[config.mk]
export PLATFORM = sky130hd
export DESIGN_NAME = hsl_to_rgb_converter
export DESIGN_NICKNAME = d
export VERILOG_FILES = /design/src/design/hsl2rgb_pkg.sv /design/src/design/hsl2rgb_to_byte.sv /design/src/design/hsl_to_rgb_converter.sv
export SDC_FILE = /design/constraint.sdc
export NUM_CORES = 2
export LEC_CHECK = 0
export ABC_AREA = 1
export ABC_CLOCK_PERIOD_IN_PS = 13900
export BUFFER_PORTS_ARGS = -buffer_cell sky130_fd_sc_hd__buf_2
export CAP_MARGIN = 20
export CORE_AREA = 2 2 316 318
export DETAILED_ROUTE_END_ITERATION = 7
export DIE_AREA = 0 0 318 320
export GPL_ROUTABILITY_DRIVEN = 0
export GPL_TIMING_DRIVEN = 0
export SLEW_MARGIN = 20
export SYNTH_ARGS = -nofsm -noshare
export SYNTH_HDL_FRONTEND = slang
export SYNTH_SLANG_ARGS = --single-unit
[constraint.sdc]
create_clock -name i_clk -period 13.9 [get_ports i_clk]
set_input_delay 0.695 -clock i_clk [delete_from_list [all_inputs] [get_ports i_clk]]
set_output_delay 0.695 -clock i_clk [all_outputs]
set_load 0.01 [all_outputs]
[src/design/hsl2rgb_pkg.sv]
// Package for the HSL to RGB converter: fixed-point widths, constants,
// hue sector codes and the input rescale function. No dependencies.
package hsl2rgb_pkg;

    localparam int FRAC_BITS = 16;
    localparam int IN_W      = 17;
    localparam int IN_FRAC   = 16;
    localparam int BYTE_W    = 8;
    localparam int N_STAGES  = 4;

    localparam int UP_SHIFT  = (FRAC_BITS > IN_FRAC) ? FRAC_BITS - IN_FRAC : 0;
    localparam int DN_SHIFT  = (IN_FRAC > FRAC_BITS) ? IN_FRAC - FRAC_BITS : 0;
    localparam int WIDE_W    = IN_W + UP_SHIFT;

    localparam int FIX_W     = FRAC_BITS + 1;
    localparam int OMT_W     = FRAC_BITS + 3;
    localparam int H6_W      = FRAC_BITS + 4;
    localparam int C_W       = FRAC_BITS + 4;
    localparam int CH_W      = FRAC_BITS + 5;
    localparam int SEC_Q_W   = H6_W - FRAC_BITS;

    localparam logic [OMT_W-1:0] ONE_OMT = OMT_W'(1) << FRAC_BITS;

    typedef enum logic [2:0] {
        SEC_RED_YEL = 3'd0,
        SEC_YEL_GRN = 3'd1,
        SEC_GRN_CYN = 3'd2,
        SEC_CYN_BLU = 3'd3,
        SEC_BLU_MAG = 3'd4,
        SEC_MAG_RED = 3'd5
    } t_sector;

    function automatic logic [FIX_W-1:0] to_fix(input logic [IN_W-1:0] v);
        logic [WIDE_W-1:0] wide;
        wide = WIDE_W'(v) << UP_SHIFT;
        return FIX_W'(wide >> DN_SHIFT);
    endfunction

endpackage

[src/design/hsl2rgb_to_byte.sv]
// Output byte conversion for one color channel: scale by 255, clamp, truncate.
// Depends on hsl2rgb_pkg.
module hsl2rgb_to_byte import hsl2rgb_pkg::*; (
    input  logic signed [CH_W-1:0]   i_chan,
    output logic        [BYTE_W-1:0] o_byte
);

    localparam int P_W = CH_W + 8;
    localparam int Q_W = P_W - FRAC_BITS;

    logic [P_W-1:0] prod;
    logic [Q_W-1:0] q;

    assign prod = {i_chan, 8'd0} - P_W'(unsigned'(i_chan));
    assign q    = prod[P_W-1:FRAC_BITS];

    always_comb begin
        if (i_chan[CH_W-1]) begin
            o_byte = '0;
        end else if (q > Q_W'(255)) begin
            o_byte = '1;
        end else begin
            o_byte = q[BYTE_W-1:0];
        end
    end

endmodule

[src/design/hsl_to_rgb_converter.sv]
// Top level of the HSL to RGB converter: four-stage pipeline with elastic valids.
// Depends on hsl2rgb_pkg and hsl2rgb_to_byte.
//
// Converts one color per clock from hue, saturation and lightness (unsigned,
// 65536 = 1.0) to 8-bit red, green and blue. Throughput is one item per cycle
// while a low i_ready does not hold a full pipeline. The stages are: rescale and
// lightness term, chroma multiply with hue sector decode, intermediate-component
// multiply with offset, then channel select and byte conversion into the output
// register. Each stage holds its item only while the stage after it is full and
// stalled, so bubbles close up under back pressure. o_ready depends
// combinationally on i_ready through that chain.
module hsl_to_rgb_converter import hsl2rgb_pkg::*; (
    input  logic              i_clk,
    input  logic              i_rst_n,
    input  logic              i_valid,
    output logic              o_ready,
    input  logic [IN_W-1:0]   i_hue,
    input  logic [IN_W-1:0]   i_saturation,
    input  logic [IN_W-1:0]   i_lightness,
    output logic              o_valid,
    input  logic              i_ready,
    output logic [BYTE_W-1:0] o_red,
    output logic [BYTE_W-1:0] o_green,
    output logic [BYTE_W-1:0] o_blue
);

    logic [N_STAGES-1:0] r_vld;
    logic [N_STAGES-1:0] adv;

    always_comb begin
        adv[N_STAGES-1] = !r_vld[N_STAGES-1] || i_ready;
        for (int k = N_STAGES - 2; k >= 0; k--) begin
            adv[k] = !r_vld[k] || adv[k+1];
        end
    end

    always_ff @(posedge i_clk) begin
        if (!i_rst_n) begin
            r_vld <= '0;
        end else begin
            if (adv[0]) begin
                r_vld[0] <= i_valid;
            end
            for (int k = 1; k < N_STAGES; k++) begin
                if (adv[k]) begin
                    r_vld[k] <= r_vld[k-1];
                end
            end
        end
    end

    assign o_ready = adv[0];
    assign o_valid = r_vld[N_STAGES-1];

    // stage 1: rescale, 1 - |2L - 1|, 6H
    logic        [FIX_W-1:0] h_fix, s_fix, l_fix;
    logic signed [OMT_W-1:0] n_dm;
    logic        [OMT_W-1:0] n_t;
    logic signed [OMT_W-1:0] n_omt;
    logic        [H6_W-1:0]  n_h6;

    logic signed [OMT_W-1:0] r_s1_omt;
    logic        [FIX_W-1:0] r_s1_s, r_s1_l;
    logic        [H6_W-1:0]  r_s1_h6;

    always_comb begin
        h_fix = to_fix(i_hue);
        s_fix = to_fix(i_saturation);
        l_fix = to_fix(i_lightness);
        n_dm  = $signed({1'b0, l_fix, 1'b0}) - $signed(ONE_OMT);
        n_t   = n_dm[OMT_W-1] ? unsigned'(-n_dm) : unsigned'(n_dm);
        n_omt = $signed(ONE_OMT - n_t);
        n_h6  = (H6_W'(h_fix) << 2) + (H6_W'(h_fix) << 1);
    end

    always_ff @(posedge i_clk) begin
        if (adv[0]) begin
            r_s1_omt <= n_omt;
            r_s1_s   <= s_fix;
            r_s1_l   <= l_fix;
            r_s1_h6  <= n_h6;
        end
    end

    // stage 2: chroma, sector, hue ramp
    localparam int P1_W = OMT_W + FIX_W + 1;

    logic signed [P1_W-1:0]    prod_c;
    logic signed [C_W-1:0]     n_c;
    logic        [SEC_Q_W-1:0] sec_q;
    t_sector                   n_sec;
    logic        [FIX_W-1:0]   ramp;
    logic        [FIX_W-1:0]   n_k;

    logic signed [C_W-1:0]   r_s2_c;
    logic        [FIX_W-1:0] r_s2_k, r_s2_l;
    t_sector                 r_s2_sec;

    always_comb begin
        prod_c = r_s1_omt * $signed({1'b0, r_s1_s});
        n_c    = C_W'(prod_c >>> FRAC_BITS);
        sec_q  = r_s1_h6[H6_W-1:FRAC_BITS];
        if (sec_q >= SEC_Q_W'(SEC_MAG_RED)) begin
            n_sec = SEC_MAG_RED;
        end else begin
            n_sec = t_sector'(sec_q[2:0]);
        end
        ramp = r_s1_h6[FRAC_BITS:0];
        n_k  = ramp[FRAC_BITS] ? (FIX_W'(0) - ramp) : ramp;
    end

    always_ff @(posedge i_clk) begin
        if (adv[1]) begin
            r_s2_c   <= n_c;
            r_s2_k   <= n_k;
            r_s2_l   <= r_s1_l;
            r_s2_sec <= n_sec;
        end
    end

    // stage 3: intermediate component and offset
    localparam int P2_W = C_W + FIX_W + 1;

    logic signed [P2_W-1:0] prod_x;
    logic signed [C_W-1:0]  n_x;
    logic signed [CH_W-1:0] n_m;

    logic signed [C_W-1:0]  r_s3_c, r_s3_x;
    logic signed [CH_W-1:0] r_s3_m;
    t_sector                r_s3_sec;

    always_comb begin
        prod_x = r_s2_c * $signed({1'b0, r_s2_k});
        n_x    = C_W'(prod_x >>> FRAC_BITS);
        n_m    = $signed(CH_W'(r_s2_l)) - CH_W'(r_s2_c >>> 1);
    end

    always_ff @(posedge i_clk) begin
        if (adv[2]) begin
            r_s3_c   <= r_s2_c;
            r_s3_x   <= n_x;
            r_s3_m   <= n_m;
            r_s3_sec <= r_s2_sec;
        end
    end

    // stage 4: sector select, offset add, byte conversion
    logic signed [C_W-1:0]    v_r, v_g, v_b;
    logic signed [CH_W-1:0]   ch_r, ch_g, ch_b;
    logic        [BYTE_W-1:0] n_red, n_green, n_blue;

    logic [BYTE_W-1:0] r_red, r_green, r_blue;

    always_comb begin
        unique case (r_s3_sec)
            SEC_RED_YEL: begin v_r = r_s3_c; v_g = r_s3_x; v_b = '0;     end
            SEC_YEL_GRN: begin v_r = r_s3_x; v_g = r_s3_c; v_b = '0;     end
            SEC_GRN_CYN: begin v_r = '0;     v_g = r_s3_c; v_b = r_s3_x; end
            SEC_CYN_BLU: begin v_r = '0;     v_g = r_s3_x; v_b = r_s3_c; end
            SEC_BLU_MAG: begin v_r = r_s3_x; v_g = '0;     v_b = r_s3_c; end
            SEC_MAG_RED: begin v_r = r_s3_c; v_g = '0;     v_b = r_s3_x; end
            default:     begin v_r = '0;     v_g = '0;     v_b = '0;     end
        endcase
        ch_r = CH_W'(v_r) + r_s3_m;
        ch_g = CH_W'(v_g) + r_s3_m;
        ch_b = CH_W'(v_b) + r_s3_m;
    end

    hsl2rgb_to_byte u_byte_r (.i_chan(ch_r), .o_byte(n_red));
    hsl2rgb_to_byte u_byte_g (.i_chan(ch_g), .o_byte(n_green));
    hsl2rgb_to_byte u_byte_b (.i_chan(ch_b), .o_byte(n_blue));

    always_ff @(posedge i_clk) begin
        if (adv[3]) begin
            r_red   <= n_red;
            r_green <= n_green;
            r_blue  <= n_blue;
        end
    end

    assign o_red   = r_red;
    assign o_green = r_green;
    assign o_blue  = r_blue;

endmodule

==> run metrics <==
status=complete, no violations; H-tree Lvls=1; worst slew pin tran=between 0.8 and 0.9 ns; Syn Std Cell Area=0.0391 mm^2; CTS resizes=0; CP Max Fanout=10; Worst EP arrival=a little over 8 ns; Seq/Total Area, Yosys=between 10% and 20%; Area Overhead vs Synth=7.93%; Layout fillers=between 9k and 10k; first-pass GRT wire length=~170000 um; core area=slightly below 0.1 mm^2; type of the most critical hold path=input port to flip-flop; DRT Wirelength=104000 um; clock skew=between 0.015 and 0.02 ns; Hold-fix buffers, CTS=0; number of port buffers=80; Final Hold Vio Count=0; GRT met2 Usage=between 30 and 40%; Cell variety after synth=62; CTS tree=built; DP HPWL=between 80000 and 90000 um; Async S/R FF share, synth=0%; Yosys reg bits=roughly 220; Iter 0 DRT Violations=around 2k; routed len/inst=roughly 17 um; period utilization=between 50% and 60%; reg2reg start=r_s2_c[13]; xor/xnor share of the synthesized area=4.71%; Synth Instances=~4.8k; largest net degree at the start of global routing=between 50 and 60; path depth of the worst reg2reg path=24; Pre-Repair DR Iteration Count=5; M3 GR Usage=2.08%; CP required=14.29 ns; Max Slew Vio Count=0; die area=around 0.10 mm^2; Clock Tree Buf Depth=3; Synth Net Count=a little under 6k; Clock transition at path regs=approximately 0.07 ns; setup TNS=0 ns; Crit Path Class=flip-flop to flip-flop; nets=between 5k and 6k; vias in the first global route=~31k; Starting Density=around two fifths; Mapped Avg Cell Area=slightly above 8 um^2; Synth Area in Simple Gates=roughly 16%; Post-synth EDFFs=between 200 and 250; antenna violations before repair=4; busiest layer in global routing=met2; Root Driver=clkbuf_16; detail-routed via count per cell=4.93; die height=320 um; cts bufs inserted=28; predominant post-synthesis flop cell=edfxtp_1; CP Launch Point=r_s2_c[13]; RSZ-0062 raised after global routing=false; # IOs=between 80 and 90; Critical Path Sink=r_s3_x[15]; FP Rows=around 120; commonest non-fill, non-tap cells in the layout=inv_1 (1278), nand2_1 (1075), fa_1 (616); reg2reg setup slack=approximately 6.1 ns; setup repair bufs after CTS=0; FF+latch area=approximately 0.0065 mm^2; final setup vio count=0; antenna viol nets, final=0; Synth Area in Compound Gates=6.78%; largest family of logic cells by synthesized area=adder cells; Peak Freq=0.128 GHz; DR DRC count=0; Synth Area in Adders=a little over two fifths; global-route usage over all layers=21.0%; Syn. warnings=0; r2r endpoint=r_s3_x[15]; met1 Use GR=approximately 28%; Sink Count=217; Clock Latency Late Sink=~0.60 ns; area of the multi-input gates=around 0.027 mm^2; multiplexer area fraction after synthesis=0%; nature of the critical path startpoint=flip-flop; CP endpoint kind=flip-flop; die width=318 um; min Tclk post-route=around 7.8 ns; commonest non-fill, non-tap cell in the layout=inv_1; vias post-DR=between 30k and 40k; layout cells sized above 1=under 10%; Max-slew headroom=~45%; maxcap violations=0; total congestion overflow=0
## worst min path at each step
stage               slack, ns              from         end  depth (start not counted)
finish                   0.27  i_saturation[16]  r_s1_s[16]                          1
floorplan                0.40        r_s1_l[10]  r_s2_l[10]                          0
detailed placement       0.41        r_s1_l[11]  r_s2_l[11]                          0
CTS                      0.23  i_saturation[16]  r_s1_s[16]                          1
global placement         0.40        r_s1_l[12]  r_s2_l[12]                          0
global route             0.25  i_saturation[16]  r_s1_s[16]                          1
## synth_stat cells (50+ instances only)
cell,n,area [um^2]
nor3_1,50,250
a21oi_1,210,1050
nand3_1,124,621
xnor2_1,80,701
ha_1,325,4070
fa_1,616,12300
inv_1,1281,4810
clkbuf_1,149,559
nor2_1,174,653
nand2_1,1076,4040
xor2_1,115,1010
o22ai_1,60,375
edfxtp_1,213,6400
o21ai_0,87,435
## per-stage QoR
step	hold slack (ns)	instance area (um^2)	util [%]	cells	worst slack (ns)
2_1_floorplan	0.400	39100	-	4794	7.84
3_3_place_gp	0.403	41100	42.0	6161	6.04
3_5_place_dp	0.405	41200	42.0	6163	6.13
4_1_cts	0.232	42200	43.1	6215	6.11
5_1_grt	0.246	42200	43.1	6219	5.69
6_report	0.269	42200	43.1	6219	6.09
## registers in the layout (all words and copies together) (netlist names), 17 cells and up
signal    flops
r_s2_c       20
r_s3_c       20
r_s3_m       20
r_s3_x       20
r_s1_h6      19
r_s1_omt     18
r_s1_s       17
r_s2_l       17
## routing by layer
| layer | part of all wire [%] | vias to the layer above | wire length (um) |
|---|---|---|---|
| met2 | 47 | 859 | 49200 |
| met5 | 0 | - | 0 |
| met4 | 3.2 | 0 | 3290 |
| met1 | 44 | 14900 | 46000 |
| met3 | 5.3 | 176 | 5550 |
| li1 | - | 14700 | - |
## critical path, stage by stage, from the launching register on
cell and delay [ns]:
edfxtp_1 0.42, clkbuf_1 0.55, clkbuf_1 0.62, nand2_1 0.19
fa_1 0.57, inv_1 0.06, fa_1 0.52, inv_1 0.05
fa_1 0.49, inv_1 0.06, fa_1 0.53, inv_1 0.05
fa_1 0.47, inv_1 0.05, fa_1 0.47, ha_1 0.45
nand2_1 0.11, nor2_1 0.15, nand4_1 0.10, o21ai_0 0.54
a21oi_1 0.22, nor3_1 0.29, nor2_1 0.12, o21ai_0 0.23
xor2_1 0.28
## final cells by class
cell class                 instances  share of cell area (%)
clock buffer                      30                    1.68
timing repair buffer              83                    1.11
multi-input combinational       3131                    64.5
tap                             1287                    3.81
buffer                           156                    1.40
clock inverter                    22                   0.702
sequential                       217                    15.3
antenna                            3                  0.0178
inverter                        1290                    11.5
## logic make-up after synthesis
group,Yosys count
simple gates,1531
xor+xnor,202
buf+inv,1446
compound gates,457
flops,217
fa+ha+maj,941
Power is not shown: default switching activity piles up to over one toggle a cycle in this logic, so the estimate is an artifact.
